--- config.mk ---
export PLATFORM = sky130hd
export DESIGN_NAME = ppi_ctrl
export DESIGN_NICKNAME = d
export VERILOG_FILES = /design/src/rtl/ppi_pkg.sv /design/src/rtl/ppi_ctrl.sv
export SDC_FILE = /design/constraint.sdc
export NUM_CORES = 1
export LEC_CHECK = 0
export ABC_CLOCK_PERIOD_IN_PS = 2600
export BUFFER_PORTS_ARGS = -buffer_cell sky130_fd_sc_hd__buf_2
export CORE_MARGIN = 1.5
export CORE_UTILIZATION = 45
export CTS_CLUSTER_SIZE = 30
export DETAILED_ROUTE_END_ITERATION = 6
export HOLD_SLACK_MARGIN = 0.03
export PLACE_DENSITY = 0.69
export SLEW_MARGIN = 10
export SYNTH_ARGS = -nofsm -noshare
export SYNTH_HDL_FRONTEND = slang
export SYNTH_SLANG_ARGS = --single-unit
--- constraint.sdc ---
create_clock -name clk -period 2.6 [get_ports clk]
set_input_delay 0 -clock clk [delete_from_list [all_inputs] [get_ports clk]]
set_output_delay 0 -clock clk [all_outputs]
set_load 0.05 [all_outputs]
--- src/rtl/ppi_pkg.sv ---
// Shared types, constants and microcode for the planar pose integrator.
// Holds the controller/datapath command and status structs and the arctangent table.
// No dependencies.
`timescale 1ns / 1ps

package ppi_pkg;

  // Counter width covers the longest iterative operation (the divider).
  localparam int unsigned DIV_STEPS = 64;
  localparam int unsigned CNT_W     = 6;

  // Register indexes on the configuration port.
  localparam logic [7:0] REG_MODE   = 8'd0;
  localparam logic [7:0] REG_THRESH = 8'd1;

  // Integration mode codes.
  localparam logic [1:0] MODE_XY  = 2'd0;
  localparam logic [1:0] MODE_RK  = 2'd1;
  localparam logic [1:0] MODE_ARC = 2'd2;

  localparam logic [15:0] THRESH_RESET = 16'd684;

  // Fixed-point constants (Q2.30 where applicable).
  localparam logic signed [33:0] CORDIC_GAIN     = 34'sd652032874;
  localparam logic signed [33:0] INV_HALF_PI_Q30 = 34'sd683565276;
  localparam logic signed [67:0] HALF_LSB30      = 68'sd536870912;
  localparam logic signed [35:0] ARC_LIMIT       = 36'sd8589934592;

  typedef enum logic [1:0] {PATH_XY = 2'd0, PATH_RK = 2'd1, PATH_ARC = 2'd2} path_t;
  typedef enum logic [1:0] {ANG_H0 = 2'd0, ANG_H1 = 2'd1, ANG_MID = 2'd2} ang_sel_t;
  typedef enum logic [1:0] {A_D = 2'd0, A_L = 2'd1, A_R = 2'd2, A_Q = 2'd3} a_sel_t;
  typedef enum logic [2:0] {
    B_C0 = 3'd0, B_S0 = 3'd1, B_DX = 3'd2, B_DY = 3'd3, B_K = 3'd4
  } b_sel_t;
  typedef enum logic [1:0] {
    ACC_LOAD = 2'd0, ACC_ADD = 2'd1, ACC_SUB = 2'd2, ACC_LOAD_Q2 = 2'd3
  } acc_op_t;
  typedef enum logic [2:0] {
    UOP_MUL = 3'd0, UOP_ACC = 3'd1, UOP_DIV = 3'd2, UOP_DELTA = 3'd3, UOP_END = 3'd4
  } uop_kind_t;
  typedef enum logic {DIV_QR = 1'b0, DIV_Q2 = 1'b1} div_dst_t;

  typedef struct packed {
    uop_kind_t kind;
    a_sel_t    a_sel;
    b_sel_t    b_sel;
    acc_op_t   acc_op;
    div_dst_t  div_dst;
    logic      dst_y;
    logic      use_lim;
  } uop_t;

  // Commands from the controller to the datapath.
  typedef struct packed {
    logic      load;
    logic      cordic_init;
    ang_sel_t  ang_sel;
    logic      cordic_step;
    logic [4:0] step_idx;
    logic      cordic_save;
    logic      save_set;
    logic      mul;
    a_sel_t    a_sel;
    b_sel_t    b_sel;
    logic      acc;
    acc_op_t   acc_op;
    logic      div_init;
    logic      div_step;
    logic      div_fin;
    div_dst_t  div_dst;
    logic      delta;
    logic      delta_y;
    logic      use_lim;
    logic      commit;
  } ppi_cmd_t;

  // Status from the datapath to the controller.
  typedef struct packed {
    path_t path;
  } ppi_stat_t;

  function automatic uop_t mk_uop(uop_kind_t kind, a_sel_t a, b_sel_t b, acc_op_t op,
                                  div_dst_t dd, logic y, logic lim);
    uop_t u;
    u.kind    = kind;
    u.a_sel   = a;
    u.b_sel   = b;
    u.acc_op  = op;
    u.div_dst = dd;
    u.dst_y   = y;
    u.use_lim = lim;
    return u;
  endfunction

  // Arithmetic sequence for each integrator after sine and cosine are known.
  function automatic uop_t uop_rom(path_t path, logic [3:0] pc);
    uop_t u;
    u = mk_uop(UOP_END, A_D, B_C0, ACC_LOAD, DIV_QR, 1'b0, 1'b0);
    unique case (path)
      PATH_XY: begin
        case (pc)
          4'd0: u = mk_uop(UOP_MUL, A_D, B_C0, ACC_LOAD, DIV_QR, 1'b0, 1'b0);
          4'd1: u = mk_uop(UOP_ACC, A_D, B_C0, ACC_LOAD, DIV_QR, 1'b0, 1'b0);
          4'd2: u = mk_uop(UOP_MUL, A_L, B_S0, ACC_LOAD, DIV_QR, 1'b0, 1'b0);
          4'd3: u = mk_uop(UOP_ACC, A_D, B_C0, ACC_SUB, DIV_QR, 1'b0, 1'b0);
          4'd4: u = mk_uop(UOP_DELTA, A_D, B_C0, ACC_LOAD, DIV_QR, 1'b0, 1'b0);
          4'd5: u = mk_uop(UOP_MUL, A_D, B_S0, ACC_LOAD, DIV_QR, 1'b0, 1'b0);
          4'd6: u = mk_uop(UOP_ACC, A_D, B_C0, ACC_LOAD, DIV_QR, 1'b0, 1'b0);
          4'd7: u = mk_uop(UOP_MUL, A_L, B_C0, ACC_LOAD, DIV_QR, 1'b0, 1'b0);
          4'd8: u = mk_uop(UOP_ACC, A_D, B_C0, ACC_ADD, DIV_QR, 1'b0, 1'b0);
          4'd9: u = mk_uop(UOP_DELTA, A_D, B_C0, ACC_LOAD, DIV_QR, 1'b1, 1'b0);
          default: ;
        endcase
      end
      PATH_ARC: begin
        case (pc)
          4'd0:  u = mk_uop(UOP_MUL, A_D, B_DX, ACC_LOAD, DIV_QR, 1'b0, 1'b0);
          4'd1:  u = mk_uop(UOP_DIV, A_D, B_C0, ACC_LOAD, DIV_QR, 1'b0, 1'b0);
          4'd2:  u = mk_uop(UOP_MUL, A_R, B_K, ACC_LOAD, DIV_QR, 1'b0, 1'b0);
          4'd3:  u = mk_uop(UOP_DIV, A_D, B_C0, ACC_LOAD, DIV_Q2, 1'b0, 1'b0);
          4'd4:  u = mk_uop(UOP_MUL, A_Q, B_K, ACC_LOAD, DIV_QR, 1'b0, 1'b0);
          4'd5:  u = mk_uop(UOP_ACC, A_D, B_C0, ACC_LOAD_Q2, DIV_QR, 1'b0, 1'b0);
          4'd6:  u = mk_uop(UOP_DELTA, A_D, B_C0, ACC_LOAD, DIV_QR, 1'b0, 1'b1);
          4'd7:  u = mk_uop(UOP_MUL, A_D, B_DY, ACC_LOAD, DIV_QR, 1'b0, 1'b0);
          4'd8:  u = mk_uop(UOP_DIV, A_D, B_C0, ACC_LOAD, DIV_QR, 1'b0, 1'b0);
          4'd9:  u = mk_uop(UOP_MUL, A_R, B_K, ACC_LOAD, DIV_QR, 1'b0, 1'b0);
          4'd10: u = mk_uop(UOP_DIV, A_D, B_C0, ACC_LOAD, DIV_Q2, 1'b0, 1'b0);
          4'd11: u = mk_uop(UOP_MUL, A_Q, B_K, ACC_LOAD, DIV_QR, 1'b0, 1'b0);
          4'd12: u = mk_uop(UOP_ACC, A_D, B_C0, ACC_LOAD_Q2, DIV_QR, 1'b0, 1'b0);
          4'd13: u = mk_uop(UOP_DELTA, A_D, B_C0, ACC_LOAD, DIV_QR, 1'b1, 1'b1);
          default: ;
        endcase
      end
      default: begin
        // Runge-Kutta, also taken for the unused mode code.
        case (pc)
          4'd0: u = mk_uop(UOP_MUL, A_D, B_C0, ACC_LOAD, DIV_QR, 1'b0, 1'b0);
          4'd1: u = mk_uop(UOP_ACC, A_D, B_C0, ACC_LOAD, DIV_QR, 1'b0, 1'b0);
          4'd2: u = mk_uop(UOP_DELTA, A_D, B_C0, ACC_LOAD, DIV_QR, 1'b0, 1'b0);
          4'd3: u = mk_uop(UOP_MUL, A_D, B_S0, ACC_LOAD, DIV_QR, 1'b0, 1'b0);
          4'd4: u = mk_uop(UOP_ACC, A_D, B_C0, ACC_LOAD, DIV_QR, 1'b0, 1'b0);
          4'd5: u = mk_uop(UOP_DELTA, A_D, B_C0, ACC_LOAD, DIV_QR, 1'b1, 1'b0);
          default: ;
        endcase
      end
    endcase
    return u;
  endfunction

  // CORDIC arctangent table, binary angle units.
  function automatic logic signed [33:0] atan_q(logic [4:0] idx);
    logic signed [33:0] v;
    unique case (idx)
      5'd0:  v = 34'sd536870912;
      5'd1:  v = 34'sd316933406;
      5'd2:  v = 34'sd167458907;
      5'd3:  v = 34'sd85004756;
      5'd4:  v = 34'sd42667331;
      5'd5:  v = 34'sd21354465;
      5'd6:  v = 34'sd10679838;
      5'd7:  v = 34'sd5340245;
      5'd8:  v = 34'sd2670163;
      5'd9:  v = 34'sd1335087;
      5'd10: v = 34'sd667544;
      5'd11: v = 34'sd333772;
      5'd12: v = 34'sd166886;
      5'd13: v = 34'sd83443;
      5'd14: v = 34'sd41722;
      5'd15: v = 34'sd20861;
      5'd16: v = 34'sd10430;
      5'd17: v = 34'sd5215;
      5'd18: v = 34'sd2608;
      5'd19: v = 34'sd1304;
      5'd20: v = 34'sd652;
      5'd21: v = 34'sd326;
      5'd22: v = 34'sd163;
      5'd23: v = 34'sd81;
      5'd24: v = 34'sd41;
      5'd25: v = 34'sd20;
      5'd26: v = 34'sd10;
      5'd27: v = 34'sd5;
      5'd28: v = 34'sd3;
      5'd29: v = 34'sd1;
      5'd30: v = 34'sd1;
      default: v = 34'sd0;
    endcase
    return v;
  endfunction

endpackage

--- src/rtl/ppi_ctrl.sv ---
// Sequencing controller: handshakes, CORDIC and divider step counts, microcode walk.
// Depends on ppi_pkg.
`timescale 1ns / 1ps

module ppi_ctrl #(
  parameter int unsigned CORDIC_STEPS = 24
) (
  input  logic                clk,
  input  logic                rst_n,
  input  logic                in_valid,
  output logic                in_ready,
  output logic                out_valid,
  input  logic                out_ready,
  input  ppi_pkg::ppi_stat_t  stat,
  output ppi_pkg::ppi_cmd_t   cmd
);
  import ppi_pkg::*;

  typedef enum logic [7:0] {
    S_IDLE   = 8'b0000_0001,
    S_CINIT  = 8'b0000_0010,
    S_CSTEP  = 8'b0000_0100,
    S_CSAVE  = 8'b0000_1000,
    S_EXEC   = 8'b0001_0000,
    S_DSTEP  = 8'b0010_0000,
    S_DFIN   = 8'b0100_0000,
    S_COMMIT = 8'b1000_0000
  } state_t;

  state_t           state_r, state_nxt;
  logic [CNT_W-1:0] cnt_r, cnt_nxt;
  logic [3:0]       pc_r, pc_nxt;
  logic             phase_r, phase_nxt;
  logic             out_valid_r, out_valid_nxt;
  uop_t             uop;

  assign uop       = uop_rom(stat.path, pc_r);
  assign in_ready  = (state_r == S_IDLE);
  assign out_valid = out_valid_r;

  // Next state and command decode.
  always_comb begin
    state_nxt     = state_r;
    cnt_nxt       = cnt_r;
    pc_nxt        = pc_r;
    phase_nxt     = phase_r;
    out_valid_nxt = (out_valid_r && out_ready) ? 1'b0 : out_valid_r;
    cmd           = '0;
    cmd.step_idx  = cnt_r[4:0];
    cmd.save_set  = phase_r;
    cmd.a_sel     = uop.a_sel;
    cmd.b_sel     = uop.b_sel;
    cmd.acc_op    = uop.acc_op;
    cmd.div_dst   = uop.div_dst;
    cmd.delta_y   = uop.dst_y;
    cmd.use_lim   = uop.use_lim;
    if (stat.path == PATH_RK) begin
      cmd.ang_sel = ANG_MID;
    end else if (phase_r) begin
      cmd.ang_sel = ANG_H1;
    end else begin
      cmd.ang_sel = ANG_H0;
    end
    unique case (state_r)
      S_IDLE: begin
        if (in_valid) begin
          cmd.load  = 1'b1;
          phase_nxt = 1'b0;
          state_nxt = S_CINIT;
        end
      end
      S_CINIT: begin
        cmd.cordic_init = 1'b1;
        cnt_nxt         = '0;
        state_nxt       = S_CSTEP;
      end
      S_CSTEP: begin
        cmd.cordic_step = 1'b1;
        if (cnt_r == CNT_W'(CORDIC_STEPS - 1)) begin
          state_nxt = S_CSAVE;
        end else begin
          cnt_nxt = cnt_r + 1'b1;
        end
      end
      S_CSAVE: begin
        cmd.cordic_save = 1'b1;
        if (stat.path == PATH_ARC && !phase_r) begin
          phase_nxt = 1'b1;
          state_nxt = S_CINIT;
        end else begin
          pc_nxt    = '0;
          state_nxt = S_EXEC;
        end
      end
      S_EXEC: begin
        unique case (uop.kind)
          UOP_MUL: begin
            cmd.mul = 1'b1;
            pc_nxt  = pc_r + 1'b1;
          end
          UOP_ACC: begin
            cmd.acc = 1'b1;
            pc_nxt  = pc_r + 1'b1;
          end
          UOP_DELTA: begin
            cmd.delta = 1'b1;
            pc_nxt    = pc_r + 1'b1;
          end
          UOP_DIV: begin
            cmd.div_init = 1'b1;
            cnt_nxt      = '0;
            state_nxt    = S_DSTEP;
          end
          default: state_nxt = S_COMMIT;
        endcase
      end
      S_DSTEP: begin
        cmd.div_step = 1'b1;
        if (cnt_r == CNT_W'(DIV_STEPS - 1)) begin
          state_nxt = S_DFIN;
        end else begin
          cnt_nxt = cnt_r + 1'b1;
        end
      end
      S_DFIN: begin
        cmd.div_fin = 1'b1;
        pc_nxt      = pc_r + 1'b1;
        state_nxt   = S_EXEC;
      end
      S_COMMIT: begin
        // Wait until the result register is free or being emptied.
        if (!out_valid_r || out_ready) begin
          cmd.commit    = 1'b1;
          out_valid_nxt = 1'b1;
          state_nxt     = S_IDLE;
        end
      end
      default: state_nxt = S_IDLE;
    endcase
  end

  // Control registers.
  always_ff @(posedge clk) begin
    if (!rst_n) begin
      state_r     <= S_IDLE;
      cnt_r       <= '0;
      pc_r        <= '0;
      phase_r     <= 1'b0;
      out_valid_r <= 1'b0;
    end else begin
      state_r     <= state_nxt;
      cnt_r       <= cnt_nxt;
      pc_r        <= pc_nxt;
      phase_r     <= phase_nxt;
      out_valid_r <= out_valid_nxt;
    end
  end

endmodule

==> results.json, run 1 <==
{
  "maxSlewViolCount": 0,
  "synth.area.top_cells": "dfxtp_1, nor2_1, a21oi_1",
  "cts_sinks": 20,
  "cts_max_path_buffers": 2,
  "setup_slack_ns": 0.137,
  "synth_area_sq_um": 1760,
  "routed-via-count": 1887,
  "antenna_found_initial": 0,
  "grtUsageTotal": 0.225,
  "synth_cell_types": 59,
  "num_antenna_cells": 0,
  "endpoint_kind": "register",
  "fin_nets": 287,
  "pre_cts_ws_ns": 0.149,
  "p_leak_uw": 0.000863,
  "final_antenna_net_count": 0,
  "crit_start": "state_r[2]",
  "cts_tree": "built",
  "finalSetupViolCount": 0,
  "detail_route.vias_per_cell": 5.84,
  "design.die.area_sq_um": 4300,
  "ys_seq_elements": 20,
  "worst_r2r_startpoint": "state_r[2]",
  "r2r-end": "state_r[0]",
  "clock_latency_ns": 0.27,
  "ys_seq_area_frac": 0.227,
  "core_sq_um": 3720,
  "min_period_ns": 2.46,
  "crit_path_end": "state_r[0]",
  "port_buffers": 36,
  "cts_buffers": 3,
  "start_util": 0.474,
  "timing_hold_violations_final": 0,
  "path_clk_slew_ns": 0.08,
  "slew_headroom": 0.676,
  "htreeDepth": 1,
  "synth_top_area_cell": "dfxtp_1",
  "status": "complete, no violations",
  "critPathArrivalTime_ns": 2.67,
  "cp_max_fo": 12,
  "r2r_setup_slack_ns": 0.14,
  "syn_inst": 246,
  "synthDominantCellAreaShare": 0.227,
  "wl_per_cell_um": 14.3,
  "grt_start_max_net_pins": 15,
  "drtIter0Drc": 144,
  "dpl.hpwl_mm": 3.44,
  "synth_nets": 257,
  "synth_ff_type": "dfxtp_1",
  "synth-edff-count": 0,
  "syn_area_per_cell_sq_um": 7.16,
  "gp_congestion": 0.866,
  "worst_ir_drop_vdd_mv": 0.370,
  "path_class": "reg -> reg",
  "drive_gt1_frac": 0.240,
  "grt_pass1_wl_mm": 7.72,
  "drc": 0,
  "rsz0062_at_grt": "no",
  "cts-root-buf": "clkbuf_8",
  "cap_violations": 0,
  "pwr_density_cell_nw_per_um2": 420,
  "totalWireLength_mm": 4.63,
  "grt_pass1_vias": 1682,
  "die_h_um": 65.6,
  "synthToLayoutAreaGrowth_pct": 18.6,
  "async_reset_ff_frac": 0,
  "pin_count": 37,
  "fin_skew_ns": 0.00812,
  "r2r_cells": 6,
  "firstDrtPassIters": 4,
  "hold_path.class": "in -> reg",
  "grt_overflow": 0,
  "min_period_over_period": 0.947,
  "yosysWarnings": 0,
  "finalSetupTns_ns": 0,
  "max_freq_mhz": 406,
  "cp_data_required_time_ns": 2.81,
  "worst_slew_pin_slew_ns": 0.480,
  "cp-start-kind": "register",
  "placementRows": 22,
  "die-width_um": 65.6
}
==> power by group <==
part           internal [uW]  switching (uW)
Clock                    206             117
Sequential               316            14.8
Combinational           70.7             154
==> flip-flops by register name (all words and copies together), names as in the netlist <==
register,count
cnt_r,6
out_valid,1
pc_r,4
phase_r,1
state_r,8
==> metal layers <==
| layer | vias to the layer above | part of all wire | global-route usage |
|---|---|---|---|
| met3 | 8 | 0.046 | 0.0360 |
| met5 | - | 0 | 0 |
| li1 | 956 | - | - |
| met1 | 860 | 0.47 | 0.306 |
| met2 | 63 | 0.47 | 0.366 |
| met4 | 0 | 0.013 | 0.0625 |
==> critical path, cell delays in order, from the launching register on <==
cell	delay, ns
dfxtp_1	0.47
xor2_1	0.10
and4b_1	0.35
or3_1	0.41
or4_1	0.39
o311ai_0	0.10
dlygate4sd3_1	0.58
==> layout by cell type (no fill, tap or decap), drive strengths merged, types with 2 or more instances in the layout <==
| cell type | n |
|---|---|
| clkbuf | 3 |
| nand4 | 3 |
| nand2 | 22 |
| o21ai | 15 |
| a31oi | 2 |
| nor4 | 3 |
| or3 | 5 |
| ha | 5 |
| a2bb2oi | 2 |
| dlygate4sd3 | 2 |
| and4b | 2 |
| or4 | 2 |
| inv | 8 |
| buf | 45 |
| o31ai | 2 |
| nor3 | 7 |
| and4 | 2 |
| a211oi | 5 |
| nor2b | 8 |
| o21a | 2 |
| a311oi | 2 |
| nand2b | 10 |
| mux2i | 4 |
| or2 | 2 |
| nand4b | 3 |
| dfxtp | 20 |
| o21bai | 3 |
| and2 | 3 |
| nand3 | 7 |
| a21oi | 17 |
| nor2 | 31 |
| o211ai | 3 |
==> worst min-delay path by stage <==
stage	cells after the start	end	start	slack, ns
after floorplan	1	state_r[0]	rst_n	0.09
after global placement	2	state_r[0]	rst_n	0.29
after detailed placement	2	state_r[0]	rst_n	0.29
after CTS	3	out_valid	out_ready	0.09
after global routing	3	out_valid	out_ready	0.10
final	3	out_valid	out_ready	0.09
==> stage by stage <==
step | instance area [sq um] | cells | util | total power, uW | hold WS [ns]
2_1_floorplan | 1760 | 246 | - | 495 | 0.0913
6_report | 2090 | 323 | 0.562 | 878 | 0.0872
5_1_grt | 2090 | 323 | 0.562 | 921 | 0.104
3_5_place_dp | 1940 | 315 | 0.522 | 548 | 0.291
3_3_place_gp | 1940 | 315 | 0.522 | 545 | 0.289
4_1_cts | 2030 | 321 | 0.546 | 871 | 0.0905
==> final cells by class <==
class                   instances  area, sq um
clock buffers                   3         41.3
clock inverters                 1         30.0
fillers                       364         1630
inverters                       8         30.0
multi-input cells             196         1250
flip-flops and latches         20          407
well taps                      48         60.1
repair buffers                 47          268
==> cell families after synthesis <==
kind of cell,after synthesis,share of synthesized area
adders and majority gates,5,0.0355
AOI/OAI and AO/OA,69,0.271
buffers and inverters,30,0.0845
muxes,4,0.0227
and+or+nand+nor,116,0.349
DFF,20,0.227
xor gates and xnor gates,2,0.00994
==> Yosys cell counts (all sizes together), types with 4 or more instances <==
master	n
nor2	31
nand2b	10
or3	5
nor3	7
nand2	22
ha	5
mux2i	4
a211oi	5
nor2b	8
nand3	7
clkbuf	11
inv	8
buf	11
o21ai	15
a21oi	17
dfxtp	20
==> what timing repair did <==
item                                    4_1_cts  5_1_grt
endpoints found under the setup margin        1       11
buffers inserted                              0        2
pin swaps                                     0        3
hold buffers                                  2        0
hold endpoints to repair                      1        0
cloned                                        0        0
gates resized for setup                       1       13
No activity file was read; power rests on OpenSTA's default activity.
==> run 2: changes to the inputs <==
Settings changed: ABC_CLOCK_PERIOD_IN_PS 2600 to 2300, PLACE_DENSITY 0.69 to 0.67.
Clock period 2.6 ns to 2.3 ns, I/O delays scaled along.
==> results.json, run 2 (synthesis results as in run 1) <==
{
  "firstDrtPassIters": 4,
  "multiInputGateArea_sq_um": 1320,
  "largestRegisters": "state_r: 8 flops, cnt_r: 6 flops, pc_r: 4 flops",
  "port_buffers": 36,
  "cpMaxStageDelayCell": "o311a_4",
  "fillers": 355,
  "timing_hold_violations_final": 0,
  "fin_util": 0.587,
  "layout_common_cells": "buf_2, nor2_1, nand2_1",
  "min_period_over_period": 0.991,
  "slew_headroom": 0.665,
  "dpl.hpwl_mm": 3.59,
  "cts_max_path_buffers": 2,
  "drc": 0,
  "hold_path.class": "in -> reg",
  "fin_nets": 293,
  "pwr_density_cell_nw_per_um2": 392,
  "clock_latency_ns": 0.26,
  "grt_overflow": 0,
  "rsz0062_at_grt": "yes",
  "pre_cts_ws_ns": -0.0392,
  "path_class": "reg -> reg",
  "antenna_found_initial": 0,
  "grt_pass1_wl_mm": 7.82,
  "crit_path_cell_trace": "buf_4 -> ha_2 -> nor3_1 -> o21ai_0 -> o2bb2ai_2 -> o311a_4 -> or3_1 -> a21oi_1",
  "max_freq_mhz": 439,
  "final_antenna_net_count": 0,
  "synthToLayoutAreaGrowth_pct": 23.8,
  "routed-via-count": 1937,
  "drive_gt1_frac": 0.300,
  "placementRows": 22,
  "path_buf_inv": 1,
  "setup_slack_ns": 0.0211,
  "htreeDepth": 1,
  "num_antenna_cells": 0,
  "critPathTopFamily": "compound AO/OA/AOI/OAI gates",
  "regArea_sq_um": 407,
  "wl_per_cell_um": 14.6,
  "worst_ir_drop_vdd_mv": 0.252,
  "grt_pass1_vias": 1728,
  "die-width_um": 65.6,
  "fin_skew_ns": 0.00523,
  "cp_data_required_time_ns": 2.49,
  "maxSlewViolCount": 0,
  "layout.cells.non_filler": 328,
  "finalSetupTns_ns": 0,
  "start_util": 0.474,
  "regMostFlops": "state_r",
  "numPlacedInstances": 322,
  "worst_slew_pin_slew_ns": 0.501,
  "totalWireLength_mm": 4.78,
  "cp_max_fo": 8,
  "grt_start_max_net_pins": 14,
  "grtUsageTotal": 0.230,
  "finalSetupViolCount": 0,
  "min_period_ns": 2.28,
  "cap_violations": 0,
  "die_h_um": 65.6,
  "core_sq_um": 3720,
  "path_clk_slew_ns": 0.07,
  "slowest_delay_ns": 0.42,
  "cp-start-kind": "register",
  "layout_commonest_cell": "buf_2",
  "place_area_sq_um": 2010,
  "drtIter0Drc": 184,
  "design.die.area_sq_um": 4300,
  "largest_reg_flops": 8,
  "cts-root-buf": "clkbuf_8",
  "endpoint_kind": "register",
  "detail_route.vias_per_cell": 5.91,
  "finalInstanceArea_sq_um": 2180,
  "pin_count": 37,
  "cts_tree": "built",
  "p_leak_uw": 0.000892,
  "cts_sinks": 20,
  "cts_buffers": 3,
  "critPathArrivalTime_ns": 2.46,
  "gp_congestion": 0.850,
  "status": "complete, no violations"
}
-- run 2: cell count changes in the layout (fill, tap and decap cells not counted), sizes merged --
cell,delta
buf,+7
dlygate4sd3,-2
bufinv,-1
clkbuf,+1
-- run 2: final timing paths --
check	slack, ns	to	startpoint	depth (start not counted)
worst max-delay path	0.02	pc_r[2]	pc_r[0]	8
worst min-delay path	0.05	state_r[5]	rst_n	2
worst max register to register	0.02	pc_r[2]	pc_r[0]	8
worst min register to register	0.50	pc_r[0]	pc_r[0]	2
-- run 2: per-stage QoR --
stage,hold slack [ns],total power [uW]
floorplan,0.0913,562
global placement,0.313,618
detailed placement,0.321,620
CTS,0.0502,852
global route,0.0516,900
finish,0.0498,854
-- run 2: per-layer routing --
| layer | part of all wire | track usage | vias to the layer above |
|---|---|---|---|
| met5 | 0 | 0 | - |
| li1 | - | - | 963 |
| met2 | 0.48 | 0.371 | 68 |
| met1 | 0.45 | 0.305 | 900 |
| met4 | 0.015 | 0.0911 | 0 |
| met3 | 0.062 | 0.0377 | 6 |
-- run 2: where the power goes --
| group | switching [uW] | internal [uW] |
|---|---|---|
| clock | 115 | 117 |
| sequential | 16.6 | 356 |
| combinational | 175 | 75.4 |
-- run 2: timing repair --
item,4_1_cts,5_1_grt
buffers inserted,0,3
endpoints found under the hold margin,0,0
setup endpoints to repair,8,17
pin swaps,1,6
hold buffers,0,0
resized for setup,9,20
-- run 2: layout make-up --
cell class / instances / share of cell area
repair buffers: 53 / 0.149
multi-input cells: 196 / 0.604
inverters: 8 / 0.0138
flip-flops and latches: 20 / 0.186
well taps: 48 / 0.0275
clock buffers: 3 / 0.0189
==> run 3: changes to the inputs <==
Settings changed: PLACE_DENSITY 0.67 to 0.68.
==> results.json, run 3 (synthesis results as in run 1) <==
{
  "die-width_um": 65.6,
  "max_freq_mhz": 447,
  "grt_pass1_wl_mm": 8.00,
  "finalInstanceArea_sq_um": 2250,
  "port_buffers": 36,
  "pin_count": 37,
  "timing_hold_violations_final": 0,
  "clock_latency_ns": 0.27,
  "pwr_density_cell_nw_per_um2": 438,
  "fin_util": 0.604,
  "rsz0062_at_grt": "yes",
  "worst_slew_pin_slew_ns": 0.456,
  "critPathTopFamily": "compound AO/OA/AOI/OAI gates",
  "cpMaxStageDelayCell": "dfxtp_4",
  "maxSlewViolCount": 0,
  "regMostFlops": "state_r",
  "drc": 0,
  "min_period_ns": 2.24,
  "drtIter0Drc": 132,
  "crit_path_cell_trace": "inv_4 -> ha_4 -> and3b_2 -> a2111o_1 -> o211a_4 -> o311a_4 -> or3_1 -> a21oi_1",
  "layout_common_cells": "buf_2, nor2_1, nand2_1",
  "status": "complete, no violations",
  "cts-root-buf": "clkbuf_8",
  "slowest_delay_ns": 0.37,
  "num_antenna_cells": 0,
  "cts_max_path_buffers": 2,
  "critPathArrivalTime_ns": 2.42,
  "cap_violations": 0,
  "largest_reg_flops": 8,
  "htreeDepth": 1,
  "totalWireLength_mm": 4.84,
  "largestRegisters": "state_r: 8 flops, cnt_r: 6 flops, pc_r: 4 flops",
  "min_period_over_period": 0.973,
  "drive_gt1_frac": 0.289,
  "hold_path.class": "in -> reg",
  "grt_start_max_net_pins": 17,
  "firstDrtPassIters": 4,
  "layout_commonest_cell": "buf_2",
  "cts_buffers": 3,
  "wl_per_cell_um": 14.8,
  "finalSetupTns_ns": 0,
  "endpoint_kind": "register",
  "antenna_found_initial": 0,
  "routed-via-count": 1923,
  "worst_ir_drop_vdd_mv": 0.375,
  "grt_pass1_vias": 1781,
  "cts_sinks": 20,
  "finalSetupViolCount": 0,
  "p_leak_uw": 0.000907,
  "path_buf_inv": 1,
  "cp-start-kind": "register",
  "path_class": "reg -> reg",
  "synthToLayoutAreaGrowth_pct": 27.5,
  "core_sq_um": 3720,
  "final_antenna_net_count": 0,
  "place_area_sq_um": 2000,
  "fin_skew_ns": 0.0117,
  "cts_tree": "built",
  "design.die.area_sq_um": 4300,
  "path_clk_slew_ns": 0.09,
  "grt_overflow": 0,
  "start_util": 0.474,
  "dpl.hpwl_mm": 3.55,
  "cp_data_required_time_ns": 2.49,
  "grtUsageTotal": 0.234,
  "fin_nets": 292,
  "die_h_um": 65.6,
  "placementRows": 22,
  "gp_congestion": 0.880,
  "detail_route.vias_per_cell": 5.86,
  "slew_headroom": 0.692,
  "cp_max_fo": 7
}
[run 3: stage by stage]
step | setup slack [ns] | hold WS, ns | cells | total power, uW
floorplan | 0.00839 | 0.0913 | 246 | 562
global placement | 0.0331 | 0.296 | 320 | 618
detailed placement | -0.0319 | 0.309 | 320 | 620
CTS | 0.00168 | 0.105 | 326 | 984
global route | -0.0382 | 0.115 | 328 | 1030
finish | 0.0622 | 0.0985 | 328 | 983
[run 3: final timing paths]
kind / to / slack [ns] / startpoint / cells after the start
setup / recovery: pc_r[2] / 0.06 / pc_r[0] / 8
hold / removal: out_valid / 0.1 / out_ready / 3
setup reg to reg: pc_r[2] / 0.06 / pc_r[0] / 8
hold reg to reg: cnt_r[1] / 0.51 / cnt_r[1] / 2
[run 3: area by class of cell]
class | count | area [sq um]
fillers | 339 | 1470
multi-input cells | 196 | 1340
flip-flops and latches | 20 | 409
repair buffers | 52 | 328
well taps | 48 | 60.1
clock buffers | 3 | 41.3
inverters | 8 | 35.0
clock inverters | 1 | 30.0
[run 3: metal layers]
metal	up-vias	wire length (um)	GRT usage
met3	11	202	0.0308
met5	-	0	0
met2	57	2320	0.395
li1	961	-	-
met1	894	2210	0.297
met4	0	109	0.102
[run 3: worst min-delay path: stages]
cell	delay (ns)
buf_2	0.07
nand2b_1	0.16
a21oi_1	0.09
[run 3: power breakdown]
| part | switching [uW] | internal (uW) |
|---|---|---|
| combinational | 173 | 76.9 |
| sequential | 16.9 | 355 |
| clock | 129 | 233 |
[run 3: what timing repair did]
| item | CTS | global route |
|---|---|---|
| buffers inserted | 0 | 2 |
| hold buffers | 2 | 0 |
| setup endpoints to repair | 7 | 18 |
| endpoints found under the hold margin | 1 | 0 |
| gates resized for setup | 7 | 30 |
| pin swaps | 0 | 6 |
